$ cat config.mk
export PLATFORM = sky130hd
export DESIGN_NAME = hpt_ctrl
export DESIGN_NICKNAME = d
export VERILOG_FILES = /design/src/rtl/core/hpt_pkg.sv /design/src/rtl/core/hpt_ctrl.sv
export SDC_FILE = /design/constraint.sdc
export NUM_CORES = 1
export LEC_CHECK = 0
export BUFFER_PORTS_ARGS = -buffer_cell sky130_fd_sc_hd__buf_4
export CORE_ASPECT_RATIO = 0.75
export CORE_UTILIZATION = 43
export DETAILED_ROUTE_END_ITERATION = 7
export PLACE_DENSITY = 0.73
export SLEW_MARGIN = 0
export SYNTH_ARGS = -nofsm -noshare
export SYNTH_HDL_FRONTEND = slang
export SYNTH_SLANG_ARGS = --single-unit
export TNS_END_PERCENT = 1
$ cat constraint.sdc
create_clock -name i_clk -period 1.5 [get_ports i_clk]
set_input_delay 0 -clock i_clk [delete_from_list [all_inputs] [get_ports i_clk]]
set_output_delay 0 -clock i_clk [all_outputs]
set_load 0.02 [all_outputs]
$ cat src/rtl/core/hpt_pkg.sv
// hpt_pkg: shared types and constants of the histogram with percentile threshold unit
// used by hpt_ctrl, hpt_dpath and the top level; no dependencies
package hpt_pkg;

    localparam int KIND_W     = 3;
    localparam int PIX_W      = 16;
    localparam int BIN_W      = 8;
    localparam int NUM_BINS   = 256;
    localparam int SUM_W      = 40;
    localparam int CNT_OUT_W  = 32;
    localparam int THR_W      = 9;
    localparam int WALK_W     = BIN_W + 1;

    localparam int CFG_IDX_W  = 2;
    localparam int CFG_DATA_W = 7;
    localparam int DEPTH_W    = 5;
    localparam int PCT_W      = 7;

    localparam logic [DEPTH_W-1:0] DEPTH_MIN   = 5'd8;
    localparam logic [DEPTH_W-1:0] DEPTH_MAX   = 5'd16;
    localparam logic [DEPTH_W-1:0] DEPTH_RESET = 5'd8;
    localparam logic [PCT_W-1:0]   PCT_FULL    = 7'd100;
    localparam logic [THR_W-1:0]   THR_NONE    = 9'd256;
    localparam logic [THR_W-1:0]   THR_MIN     = 9'd1;

    // configuration register indexes
    localparam logic [CFG_IDX_W-1:0] CFG_PIXEL_DEPTH       = 2'd0;
    localparam logic [CFG_IDX_W-1:0] CFG_SIGNED_PIXELS     = 2'd1;
    localparam logic [CFG_IDX_W-1:0] CFG_THRESHOLD_PERCENT = 2'd2;

    typedef enum logic [KIND_W-1:0] {
        KIND_CLEAR     = 3'd0,
        KIND_PIXEL     = 3'd1,
        KIND_END_FRAME = 3'd2,
        KIND_READ_BIN  = 3'd3,
        KIND_THRESHOLD = 3'd4
    } t_kind;

    typedef enum logic [1:0] {
        ST_IDLE,
        ST_PIX,
        ST_READ,
        ST_WALK
    } t_state;

    typedef struct packed {
        logic             clear;
        logic             pix_load;
        logic             pix_upd;
        logic             swap;
        logic             rd_issue;
        logic             rd_emit;
        logic             th_init;
        logic             walk_issue;
        logic             th_emit;
        logic             emit_now;
        logic [BIN_W-1:0] walk_addr;
    } t_cmd;

    typedef struct packed {
        logic found;
        logic pipe_busy;
    } t_stat;

endpackage

$ cat src/rtl/core/hpt_ctrl.sv
// hpt_ctrl: command decoder and sequencer, including the threshold walk counter
// depends on hpt_pkg; drives hpt_dpath through a command struct
module hpt_ctrl (
    input  logic                       i_clk,
    input  logic                       i_rst_n,
    input  logic                       i_start,
    input  logic [hpt_pkg::KIND_W-1:0] i_kind,
    input  hpt_pkg::t_stat             i_stat,
    output hpt_pkg::t_cmd              o_cmd,
    output logic                       o_busy
);

    hpt_pkg::t_state                r_state, n_state;
    logic [hpt_pkg::WALK_W-1:0]     r_walk_cnt, n_walk_cnt;

    always_ff @(posedge i_clk) begin
        if (!i_rst_n) begin
            r_state    <= hpt_pkg::ST_IDLE;
            r_walk_cnt <= '0;
        end else begin
            r_state    <= n_state;
            r_walk_cnt <= n_walk_cnt;
        end
    end

    always_comb begin
        n_state    = r_state;
        n_walk_cnt = r_walk_cnt;
        o_cmd      = '0;
        o_cmd.walk_addr = r_walk_cnt[hpt_pkg::BIN_W-1:0];
        o_busy     = (r_state != hpt_pkg::ST_IDLE);
        unique case (r_state)
            hpt_pkg::ST_IDLE: begin
                if (i_start) begin
                    unique case (hpt_pkg::t_kind'(i_kind))
                        hpt_pkg::KIND_CLEAR: begin
                            o_cmd.clear    = 1'b1;
                            o_cmd.emit_now = 1'b1;
                        end
                        hpt_pkg::KIND_PIXEL: begin
                            o_cmd.pix_load = 1'b1;
                            n_state        = hpt_pkg::ST_PIX;
                        end
                        hpt_pkg::KIND_END_FRAME: begin
                            o_cmd.swap     = 1'b1;
                            o_cmd.emit_now = 1'b1;
                        end
                        hpt_pkg::KIND_READ_BIN: begin
                            o_cmd.rd_issue = 1'b1;
                            n_state        = hpt_pkg::ST_READ;
                        end
                        hpt_pkg::KIND_THRESHOLD: begin
                            o_cmd.th_init  = 1'b1;
                            n_walk_cnt     = '0;
                            n_state        = hpt_pkg::ST_WALK;
                        end
                        default: begin
                            o_cmd.emit_now = 1'b1;
                        end
                    endcase
                end
            end
            hpt_pkg::ST_PIX: begin
                o_cmd.pix_upd = 1'b1;
                n_state       = hpt_pkg::ST_IDLE;
            end
            hpt_pkg::ST_READ: begin
                o_cmd.rd_emit = 1'b1;
                n_state       = hpt_pkg::ST_IDLE;
            end
            hpt_pkg::ST_WALK: begin
                // end once a bin crossed the limit, or all bins issued and none in flight
                if (i_stat.found || (r_walk_cnt[hpt_pkg::BIN_W] && !i_stat.pipe_busy)) begin
                    o_cmd.th_emit = 1'b1;
                    n_state       = hpt_pkg::ST_IDLE;
                end else if (!r_walk_cnt[hpt_pkg::BIN_W]) begin
                    o_cmd.walk_issue = 1'b1;
                    n_walk_cnt       = r_walk_cnt + 1'b1;
                end
            end
            default: begin
                n_state = hpt_pkg::ST_IDLE;
            end
        endcase
    end

endmodule

---- Word level (Yosys, flattened, before mapping) ----
Cells that the tools add are included.
word-level totals
  register bits ........................... 11
  latch bits .............................. 0
  memory bits (writable) .................. 0
  memory bits (read-only) ................. 0
  bits of input ports ..................... 8
  logic and storage cells ................. 58
  memories kept ........................... 0
operators by class
  $add $sub $neg .......................... 1
  $mul .................................... 0
  div/mod/pow operators ................... 0
  order comparisons ....................... 0
  eq/ne operators ......................... 13
  shift-type cells ........................ 0
  muxes and demuxes ....................... 29
  bitwise operators ....................... 0
  reductions and logical operators ........ 12
operator list
  kind                                                              count
  9-bit 2-to-1 mux                                                  4
  9-bit case mux with 2 select lines                                1
  1-bit 2-to-1 mux                                                  15
  2-bit 2-to-1 mux                                                  7
  2-bit case mux with 3 select lines                                2
  9-bit by 1-bit adder with 9-bit output (second input constant)    1
  2-bit != test (second input constant)                             4
  3-bit by 2-bit == test with 1-bit output (second input constant)  2
  5-bit AND reduction                                               1
  2-bit == test (second input constant)                             2
  4-bit by 1-bit != test with 1-bit output (second input constant)  1
  4-bit AND reduction                                               1
  2-bit nonzero test                                                2
  3-bit by 1-bit == test with 1-bit output (second input constant)  1
  3-bit == test (second input constant)                             1
  3-bit logical NOT                                                 1
  3-bit AND reduction                                               1
  3-bit OR reduction                                                1
  2-bit by 1-bit == test with 1-bit output (second input constant)  1
  2-bit logical NOT                                                 1
  2-bit by 1-bit != test with 1-bit output (second input constant)  1
  2-bit OR reduction                                                1
  1-bit logical AND                                                 1
  1-bit logical NOT                                                 1
  1-bit logical OR                                                  1

---- Logic depth before layout (Yosys ltp) ----
Gate-level depths: netlist (run 1).
  word-level depth ........................ 5
  mapped depth ............................ 6
  mapped depth without buffers ............ 5

---- Least setup slack after synthesis (run 1) ----
OpenSTA, ideal clock, no wires.
  kind .................................... register to output
  from .................................... register r_state[0]
  to ...................................... output o_cmd[14] (netlist name)
  arrival ................................. 1.743 ns
  data required time ...................... 1.500 ns
  setup slack ............................. -0.243 ns
  cell stages (with the launch flop) ...... 4
  cell sequence ........................... dfxtp_1 > buf_6 > or3b_2 > nor4b_1
RTL lines
  what                      line            source
  start: declaration        hpt_ctrl.sv:13  hpt_pkg::t_state r_state, n_state;
  start signal: assignment  hpt_ctrl.sv:18  r_state <= hpt_pkg::ST_IDLE;
  start signal: assignment  hpt_ctrl.sv:21  r_state <= n_state;
  end: declaration          hpt_ctrl.sv:9   output hpt_pkg::t_cmd o_cmd,

---- Worst setup path in the final report (run 1) ----
  from .................................... register r_walk_cnt[0] (netlist name)
  to ...................................... register r_walk_cnt[6] (netlist name)
between the ends
  word-level cells in the longest chain between the ends .. 4
RTL lines
  what                                    line            source
  start: declaration                      hpt_ctrl.sv:14  logic [hpt_pkg::WALK_W-1:0] r_walk_cnt, n_walk_cnt;
  start signal: assignment                hpt_ctrl.sv:22  r_walk_cnt <= n_walk_cnt;
  9-bit by 1-bit adder with 9-bit output  hpt_ctrl.sv:78  n_walk_cnt = r_walk_cnt + 1'b1;
  9-bit 2-to-1 mux                        hpt_ctrl.sv:76  end else if (!r_walk_cnt[hpt_pkg::BIN_W]) begin
  9-bit 2-to-1 mux                        hpt_ctrl.sv:73  if (i_stat.found || (r_walk_cnt[hpt_pkg::BIN_W] && !i_stat.pipe_busy)) begin
  9-bit case mux with 2 select lines      hpt_ctrl.sv:32  unique case (r_state)
Every way passes these cells. The select of a mux whose other input is x is not followed.
A chain may end at the register's enable or synchronous reset.

==> results of run 1 <==
-- worst paths after layout --
kind / endpoint / slack (ns) / cells after the start
max: r_walk_cnt[6]$_SDFFE_PN0P_ / -0.09 / 5
min: r_walk_cnt[1]$_SDFFE_PN0P_ / 0.03 / 2
max reg2reg: r_walk_cnt[6]$_SDFFE_PN0P_ / -0.09 / 5
min reg2reg: r_walk_cnt[6]$_SDFFE_PN0P_ / 0.50 / 2
-- registers in the layout, indices dropped and copies added, names as in the netlist --
register	cells
r_walk_cnt	9
r_state	2
-- critical path, stage by stage (launching register included) --
cell and delay [ns]:
dfxtp_2 0.36, ha_4 0.14, nand2_1 0.07, or4b_4 0.49, or4_1 0.40, o21ai_1 0.08
-- cells in the mapped netlist --
library cell | n | area share (%)
and3_1 | 2 | 1.6
or4_1 | 1 | 0.96
o21ai_4 | 1 | 2.1
a21boi_0 | 2 | 1.9
o21ai_0 | 5 | 3.2
dfxtp_1 | 11 | 28
or4_4 | 1 | 1.4
buf_6 | 2 | 2.9
and2_1 | 1 | 0.80
nor3_1 | 2 | 1.3
and4bb_1 | 1 | 1.6
xor2_1 | 1 | 1.1
nand2_1 | 6 | 2.9
nor4_1 | 1 | 0.80
o41ai_1 | 1 | 1.1
nand3_1 | 3 | 1.9
inv_1 | 2 | 0.96
ha_1 | 1 | 1.6
nor4b_1 | 1 | 1.1
and2b_1 | 2 | 1.9
or2b_1 | 1 | 0.96
buf_4 | 9 | 8.7
o31ai_1 | 2 | 1.9
a21oi_1 | 7 | 4.5
nor2b_1 | 2 | 1.6
nand4_1 | 1 | 0.80
a21oi_2 | 2 | 2.3
o32ai_1 | 1 | 1.1
or3b_2 | 2 | 2.3
or3_1 | 3 | 2.4
nor3b_4 | 2 | 4.8
nor2_1 | 9 | 4.3
or4b_1 | 3 | 3.9
a31oi_1 | 1 | 0.80
-- per-stage QoR --
| stage | TNS [ns] | utilization [%] | std cells | hold slack, ns | setup WS [ns] |
|---|---|---|---|---|---|
| final | -0.5519 | 72.14 | 152 | 0.02693 | -0.09031 |
| after global routing | -1.288 | 72.14 | 152 | 0.01671 | -0.1571 |
| after CTS | -0.6311 | 70.08 | 152 | 0.01580 | -0.1063 |
| after detailed placement | -0.6121 | 67.14 | 147 | 0.2998 | -0.1542 |
| after global placement | -0.1762 | 67.14 | 147 | 0.2942 | -0.07011 |
| after floorplan | -0.5775 | - | 92 | 0.05271 | -0.1604 |
-- per-layer routing --
layer | track usage, % | vias to the layer above | wire length (um)
met2 | 39.80 | 31 | 1077
li1 | - | 407 | -
met5 | 0 | - | 0
met3 | 8.235 | 12 | 151
met1 | 29.44 | 404 | 935
met4 | 11.11 | 0 | 45
-- area by class of cell --
cell class | count | area [um^2]
Clock buffer | 4 | 26.28
Fill cell | 125 | 439.2
Sequential cell | 11 | 227.7
Multi-Input combinational cell | 68 | 496.7
Timing Repair Buffer | 46 | 352.8
Tap cell | 21 | 26.28
Inverter | 2 | 7.507
-- power breakdown --
| group | switching [mW] | internal (mW) |
|---|---|---|
| combinational | 0.0750 | 0.0724 |
| clock | 0.107 | 0.103 |
| sequential | 0.00423 | 0.294 |
| total | 0.187 | 0.469 |
-- repair_timing --
action,CTS,global route
hold endpoints to repair,0,0
cloned,0,0
pin swaps,4,0
buffers inserted,1,0
resized for setup,7,8
endpoints found under the setup margin,12,13
-- cells by family after synthesis --
logic type | count (synthesis)
buffers and inverters | 13
adder cells (fa/ha/maj) | 1
AO/OA/AOI/OAI | 22
AND/OR/NAND/NOR | 44
XOR/XNOR | 1
flip-flops | 11
==> impl_metrics.csv, run 1 <==
group,metric,value,unit
timing,finalSetupViolCount,11,
logic_synthesis,synth_nets,101,
final_layout,final_common_cell,"buf_4",
clocking,clockBufferDepth,2,
logic_synthesis,syn_area,778.2,um^2
route,drt_iter0_markers,43,
route,wl_per_cell,14.53,um
hold_path,min_from,"i_rst_n",
placement,placedInstanceArea,1059,um^2
critical_path,worst-path-max-fanout,2,
logic_synthesis,synth_top_family_by_area,"simple AND/OR/NAND/NOR gates",
status,violations,"setup timing",
logic_synthesis,muxShareOfSynthArea,0,%
clocking,cts_root_buf,"clkbuf_4",
grt,antenna_found_initial,0,
logic_synthesis,synth_compound_area_share,18.97,%
clocking,cts.sinks,11,
timing,max_freq,628.8,MHz
grt,grt_max_degree,9,
final_layout,area_delta_synth_final,46.14,%
route,routed_wl,2.209,mm
power,ir_worst_vdd,0.6525,mV
hold_path,hp-class,"in -> reg",
logic_synthesis,synth_xor_area_share,1.125,%
placement,dp_hpwl,1.736,mm
timing,worst_pin_slew,0.3252,ns
placement,routabilityCongestion,0.8444,
grt,grt_pass1_vias,743,
final_layout,nNetsFinal,141,
timing,slew_headroom,78.13,%
final_layout,final_cell_area,1137,um^2
timing,post-route-min-period,1.590,ns
floorplanning,dieArea,1986,um^2
clocking,ctsHoldBuffers,0,
flow_run,cap_viol_max_count,0,
grt,grt_pass1_wl,3.381,mm
logic_synthesis,ys_types,34,
floorplanning,core_area,1577,um^2
logic_synthesis,synth_seq_cells,11,
floorplanning,initial_utilization,49.37,%
grt,grtUsageTotal,24.46,%
floorplanning,rows,12,
clocking,h-tree-depth,1,
timing,hold_viol_final,0,
logic_synthesis,synthSimpleGateAreaFrac,37.46,%
route,ant_nets,0,
grt,grt_overflow_total,0,
timing,fin_crit_sh,106.0,%
power,powerDensity,576.8,nW/um^2
logic_synthesis,avgSynthCellArea,8.459,um^2
critical_path,required,1.72,ns
status,status,"finished, violations left",
power,p_total,656.0,uW
clocking,clkLatencyLatePin,0.28,ns
timing,finClkSkew,0.008006,ns
critical_path,crit_type,"reg -> reg",
route,drc_errors,0,
timing,rsz0062_at_grt,"yes",
logic_synthesis,synthCells,92,
final_layout,layout_common_cells,"44 x buf_4, 9 x nor2_1, 7 x a21oi_1, 7 x dfxtp_1, 6 x nand2_1",
clocking,cts_buffers,3,
clocking,clk_pin_slew,0.08,ns
route,num_vias,854,
final_layout,diodes,0,
timing,finalWorstSetupSlack,-0.09031,ns
clocking,tritoncts,"done",
floorplanning,die_w,51.13,um
floorplanning,pin_count,27,
route,viasPerCell,5.618,
logic_synthesis,seq_area_frac_synth,28.30,%
power,p_leak,0.4925,nW
critical_path,startpoint_type,"flop",
floorplanning,die_y,38.84,um
critical_path,critical_path.startpoint,"r_walk_cnt[0]$_SDFFE_PN0P_",
placement,numPortBuffers,26,
critical_path,end_kind,"flop",
final_layout,drive_gt1_share,50.38,%
critical_path,rr_startpoint,"r_walk_cnt[0]$_SDFFE_PN0P_",
critical_path,arrival,1.81,ns
route,firstDrtPassIters,4,
timing,slew_violations,0,
logic_synthesis,ys_warn_count,0,
logic_synthesis,post_synth_fa_ha_maj_area_fraction,1.608,%
Note: power is estimated with default switching activity, not from simulation.
==> run 2, diff against run 1 <==
--- a/config.mk
+++ b/config.mk
@@ -5,11 +5,12 @@
 export SDC_FILE = /design/constraint.sdc
 export NUM_CORES = 1
 export LEC_CHECK = 0
+export ABC_AREA = 1
 export BUFFER_PORTS_ARGS = -buffer_cell sky130_fd_sc_hd__buf_4
 export CORE_ASPECT_RATIO = 0.75
-export CORE_UTILIZATION = 43
+export CORE_UTILIZATION = 45
 export DETAILED_ROUTE_END_ITERATION = 7
-export PLACE_DENSITY = 0.73
+export PLACE_DENSITY = 0.75
 export SLEW_MARGIN = 0
 export SYNTH_ARGS = -nofsm -noshare
 export SYNTH_HDL_FRONTEND = slang
==> impl_metrics.csv, run 2 <==
group,metric,value,unit
logic_synthesis,synth-edff-count,0,
logic_synthesis,yosys-top-cells-area,"dfxtp_1 26%, nand2_1 13%, nand3_1 11%, inv_1 11%, nor2_1 9.2%",
power,p_leak,0.5192,nW
final_layout,area_delta_synth_final,20.00,%
logic_synthesis,synthCells,139,
timing,rsz0062_at_grt,"no",
logic_synthesis,synth_nets,148,
route,firstDrtPassIters,4,
critical_path,cp_slowest_cell,"dfxtp_1",
timing,max_freq,734.8,MHz
placement,placedInstanceArea,992.2,um^2
timing,finalSetupViolCount,0,
placement,numPortBuffers,26,
floorplanning,pin_count,27,
logic_synthesis,ys_warn_count,0,
logic_synthesis,yosysMostFrequentCell,"nand2_1",
clocking,clockBufferDepth,2,
critical_path,path_cells,"nand2_2, nor2_4, nand2_4, nand2_4, nand3_1, nand2_1, inv_1, nor2_1",
flow_run,cap_viol_max_count,0,
timing,worst_pin_slew,0.5114,ns
critical_path,startpoint_type,"flop",
timing,finalWorstSetupSlack,0.1392,ns
logic_synthesis,ys_async_sr_fraction,0,%
grt,grt_max_degree,17,
hold_path,whs_path_depth,3,
critical_path,path_common_cell,"nand2_4",
clocking,cts_buffers,3,
floorplanning,die_y,39.80,um
timing,finalSetupTns,0,ns
route,num_vias,874,
critical_path,path_buf_inv,1,
placement,dp_hpwl,1.454,mm
timing,hold_viol_final,0,
clocking,clkLatencyLatePin,0.28,ns
logic_synthesis,avgSynthCellArea,6.166,um^2
final_layout,largest_register,"r_walk_cnt",
critical_path,required,1.72,ns
logic_synthesis,ys_top_cells_by_count,"30 x nand2_1, 25 x inv_1, 21 x nor2_1, 19 x nand3_1, 11 x dfxtp_1",
critical_path,arrival,1.58,ns
timing,holdWs,0.01898,ns
final_layout,final_core_util,58.55,%
final_layout,final_common_cell,"nand2_1",
timing,fin_crit_sh,90.72,%
route,ant_nets,0,
critical_path,cpLargestDelayFamily,"simple AND/OR/NAND/NOR gates",
critical_path,rr_worst_depth,8,
route,wl_per_cell,10.16,um
logic_synthesis,synth_seq_cells,11,
clocking,clk_pin_slew,0.08,ns
route,viasPerCell,4.802,
clocking,cts.sinks,11,
timing,finClkSkew,0.001742,ns
logic_synthesis,yosys.area.top_type_share,25.69,%
critical_path,end_kind,"flop",
timing,post-route-min-period,1.361,ns
power,p_total,631.7,uW
clocking,ctsHoldBuffers,1,
final_layout,layout_common_cells,"30 x nand2_1, 26 x buf_4, 25 x inv_1",
final_layout,top_regs,"r_walk_cnt (9), r_state (2)",
logic_synthesis,ys_types,19,
floorplanning,core_area,1757,um^2
final_layout,nNetsFinal,170,
route,drt_iter0_markers,26,
final_layout,drive_gt1_share,23.13,%
grt,grtUsageTotal,20.83,%
final_layout,diodes,0,
logic_synthesis,ys.flop_type,"dfxtp_1",
hold_path,hp-class,"in -> reg",
floorplanning,initial_utilization,48.79,%
timing,slew_violations,0,
critical_path,worst-path-max-fanout,15,
power,ir_worst_vdd,0.4957,mV
floorplanning,die_w,52.40,um
logic_synthesis,syn_area,857.1,um^2
clocking,postCtsSetupBuffers,0,
power,powerDensity,614.2,nW/um^2
critical_path,crit_type,"reg -> reg",
placement,routabilityCongestion,0.8825,
clocking,h-tree-depth,1,
logic_synthesis,yosysTopAreaCell,"dfxtp_1",
critical_path,cp.depth,8,
placement,place_ws,0.1558,ns
logic_synthesis,seq_area_frac_synth,25.69,%
route,routed_wl,1.850,mm
route,drc_errors,0,
critical_path,r2r_slack,0.14,ns
final_layout,instances_no_fill,182,
floorplanning,rows,13,
grt,grt_pass1_wl,3.029,mm
status,status,"complete, no violations",
placement,post-place-cells,177,
grt,antenna_found_initial,0,
final_layout,final_cell_area,1028,um^2
clocking,cts_resized,0,
clocking,cts_root_buf,"clkbuf_4",
floorplanning,dieArea,2085,um^2
final_layout,largest_register_ffs,9,
grt,grt_pass1_vias,723,
critical_path,max_stage_delay,0.43,ns
grt,grt_overflow_total,0,
timing,slew_headroom,65.83,%
clocking,tritoncts,"done",
==> run 2: cell type report <==
class | count | area (um^2)
Clock buffer | 4 | 26.28
Fill cell | 178 | 728.2
Inverter | 25 | 93.84
Multi-Input combinational cell | 93 | 455.4
Sequential cell | 11 | 220.2
Tap cell | 22 | 27.53
Timing Repair Buffer | 27 | 205.2
==> run 2: routing by layer <==
metal / track usage [%] / wire length [um] / share of wire [%] / vias to the layer above
met5: 0 / 0 / 0 / -
met4: 5.263 / 23 / 1.2 / 0
met3: 6.977 / 92 / 5.0 / 4
met2: 34.49 / 822 / 44 / 27
met1: 25.90 / 911 / 49 / 374
li1: - / - / - / 469
==> run 2: cells by family (layout without fill, tap and decap cells) <==
group / Yosys count / in the layout / share of synthesized area, %
AOI/OAI and AO/OA: 8 / 8 / 5.402
buffers and inverters: 35 / 56 / 21.17
adders and majority gates: 1 / 1 / 1.460
and+or+nand+nor: 84 / 84 / 46.28
DFF: 11 / 11 / 25.69
==> run 2: tightest hold or removal path, stage by stage <==
cell and delay (ns):
buf_4 0.12, nand3_1 0.08, a21oi_1 0.06
==> run 2: path summary, 6_finish.rpt <==
path                                            startpoint                          to
worst max-delay path               r_state[1]$_SDFFE_PN0P_  r_walk_cnt[7]$_SDFFE_PN0P_
worst min-delay path                               i_start     r_state[0]$_SDFFE_PN0P_
worst max register to register     r_state[1]$_SDFFE_PN0P_  r_walk_cnt[7]$_SDFFE_PN0P_
worst min register to register  r_walk_cnt[6]$_SDFFE_PN0P_  r_walk_cnt[6]$_SDFFE_PN0P_
==> run 2: where the power goes <==
part           leakage, nW  switching [mW]  internal (mW)  total, mW
logic                0.415          0.0716         0.0441      0.116
clock network       0.0150           0.115          0.103      0.218
registers           0.0887         0.00363          0.294      0.298
==> run 3, diff against run 2 <==
--- a/config.mk
+++ b/config.mk
@@ -5,12 +5,12 @@
 export SDC_FILE = /design/constraint.sdc
 export NUM_CORES = 1
 export LEC_CHECK = 0
-export ABC_AREA = 1
+export ABC_AREA = 0
 export BUFFER_PORTS_ARGS = -buffer_cell sky130_fd_sc_hd__buf_4
 export CORE_ASPECT_RATIO = 0.75
-export CORE_UTILIZATION = 45
+export CORE_UTILIZATION = 43
 export DETAILED_ROUTE_END_ITERATION = 7
-export PLACE_DENSITY = 0.75
+export PLACE_DENSITY = 0.78
 export SLEW_MARGIN = 0
 export SYNTH_ARGS = -nofsm -noshare
 export SYNTH_HDL_FRONTEND = slang
==> impl_metrics.csv, run 3 (same netlist as run 1, synthesis figures left out) <==
group,metric,value,unit
timing,post-route-min-period,1.598,ns
clocking,clockBufferDepth,2,
timing,finalSetupViolCount,9,
critical_path,startpoint_type,"flop",
final_layout,final_common_cell,"buf_4",
critical_path,arrival,1.60,ns
timing,finalWorstSetupSlack,-0.09802,ns
critical_path,rr_worst_depth,5,
timing,holdWs,0.01769,ns
grt,antenna_found_initial,0,
critical_path,crit_type,"reg -> out",
final_layout,final_core_util,73.57,%
critical_path,critical_path.startpoint,"r_state[0]$_SDFFE_PN0P_",
route,drc_errors,0,
critical_path,worstReg2RegEnd,"r_walk_cnt[6]$_SDFFE_PN0P_",
final_layout,top_regs,"r_walk_cnt (9), r_state (2)",
status,status,"finished, violations left",
grt,grt_pass1_wl,3.118,mm
critical_path,end_kind,"output pin",
critical_path,worst-path-max-fanout,4,
power,ir_worst_vdd,0.3943,mV
placement,placedInstanceArea,1036,um^2
floorplanning,rows,12,
route,num_vias,816,
grt,grt_pass1_vias,706,
timing,rsz0062_at_grt,"yes",
flow_run,cap_viol_max_count,0,
timing,max_freq,625.8,MHz
route,wl_per_cell,13.45,um
power,clkPwrFrac,32.3,%
power,powerDensity,571.8,nW/um^2
critical_path,r2r_slack,-0.09,ns
final_layout,area_delta_synth_final,49.04,%
hold_path,hold-path-endpoint,"r_state[1]$_SDFFE_PN0P_",
clocking,clk_pin_slew,0.07,ns
floorplanning,core_area,1577,um^2
final_layout,multi_input_area,511.7,um^2
final_layout,seq_area,227.7,um^2
placement,place_ws,-0.1546,ns
grt,grt_max_degree,10,
clocking,ctsHoldBuffers,0,
floorplanning,pin_count,27,
route,firstDrtPassIters,4,
grt,grt_overflow_total,0,
clocking,cts.sinks,11,
timing,finalSetupTns,-0.4851,ns
floorplanning,dieArea,1986,um^2
grt,grtUsageTotal,22.35,%
route,viasPerCell,5.404,
final_layout,final_cell_area,1160,um^2
critical_path,required,1.50,ns
placement,routabilityCongestion,0.8456,
route,ant_nets,0,
clocking,clkLatencyLatePin,0.28,ns
timing,worst_pin_slew,0.3968,ns
hold_path,whs_path_depth,3,
final_layout,instances_no_fill,151,
hold_path,min_from,"i_rst_n",
final_layout,n_fill_cell,112,
critical_path,max_stage_delay,0.41,ns
route,drt_iter0_markers,22,
critical_path,path_cells,"buf_6, or3b_4, nor4b_2, buf_4",
power,internal_power,473.8,uW
power,p_total,663.2,uW
clocking,tritoncts,"done",
final_layout,diodes,0,
clocking,h-tree-depth,1,
timing,finClkSkew,0.002608,ns
timing,slew_headroom,73.20,%
final_layout,layout_common_cells,"39 x buf_4, 8 x nor2_1, 7 x dfxtp_1",
floorplanning,die_y,38.84,um
hold_path,hp-class,"in -> reg",
power,p_seq_share,44.7,%
final_layout,drive_gt1_share,53.08,%
placement,numPortBuffers,26,
route,routed_wl,2.031,mm
clocking,cts_buffers,3,
power,p_sw,189.4,uW
floorplanning,die_w,51.13,um
power,comb_power_share,23.0,%
final_layout,nNetsFinal,140,
critical_path,cp_slowest_cell,"or3b_4",
floorplanning,initial_utilization,49.37,%
placement,dp_hpwl,1.519,mm
power,p_leak,0.4952,nW
status,violations,"setup timing",
final_layout,largest_register_ffs,9,
critical_path,rr_startpoint,"r_walk_cnt[0]$_SDFFE_PN0P_",
placement,post-place-cells,144,
timing,slew_violations,0,
power,swShare,28.56,%
clocking,cts_root_buf,"clkbuf_4",
final_layout,largest_register,"r_walk_cnt",
timing,hold_viol_final,0,
timing,fin_crit_sh,106.5,%
==> run 3: changes by cell type in the layout (fill, tap and decap cells not counted), sizes merged, moves of 6 or more <==
cell,delta
o21ai,+6
nor2,-14
nand3,-17
inv,-23
buf,+19
nand2,-28
==> run 3: worst max-delay path by stage <==
stage	to	slack [ns]
floorplan	r_walk_cnt[5]$_SDFFE_PN0P_	-0.16
CTS	o_cmd[14]	-0.11
global placement	r_walk_cnt[3]$_SDFFE_PN0P_	-0.1
detailed placement	r_walk_cnt[1]$_SDFFE_PN0P_	-0.15
finish	o_cmd[14]	-0.1
global route	r_walk_cnt[6]$_SDFFE_PN0P_	-0.16
==> run 3: cell type report <==
cell class / count / share of cell area, %
Sequential cell: 11 / 19.63
Timing Repair Buffer: 45 / 31.07
Clock buffer: 4 / 2.265
Inverter: 2 / 0.6473
Multi-Input combinational cell: 68 / 44.12
Tap cell: 21 / 2.265
==> run 3: metal layers <==
| metal | vias up | global-route usage [%] | share of wire (%) |
|---|---|---|---|
| met1 | 382 | 27.36 | 46 |
| li1 | 403 | - | - |
| met5 | - | 0 | 0 |
| met4 | 0 | 8.333 | 2.1 |
| met2 | 23 | 36.84 | 47 |
| met3 | 8 | 7.059 | 5.1 |
==> run 3: power by group through the flow <==
stage          sequential (mW)  clock, mW  combinational [mW]
2_1_floorplan            0.303          0              0.0713
3_3_place_gp             0.304          0               0.128
3_5_place_dp             0.305          0               0.131
4_1_cts                  0.298      0.219               0.140
5_1_grt                  0.297      0.231               0.164
6_report                 0.297      0.214               0.152
==> run 3: critical path, delay by kind of cell (launching register included) <==
kind	cells	cell delay [ns]
buffers and inverters	2	0.31
AND/OR/NAND/NOR	2	0.67
flip-flops	1	0.34
==> run 3: timing repair <==
item | in CTS | in global routing
gates resized for setup | 8 | 16
setup buffers | 2 | 1
endpoints found under the setup margin | 13 | 13
pin swaps | 4 | 13
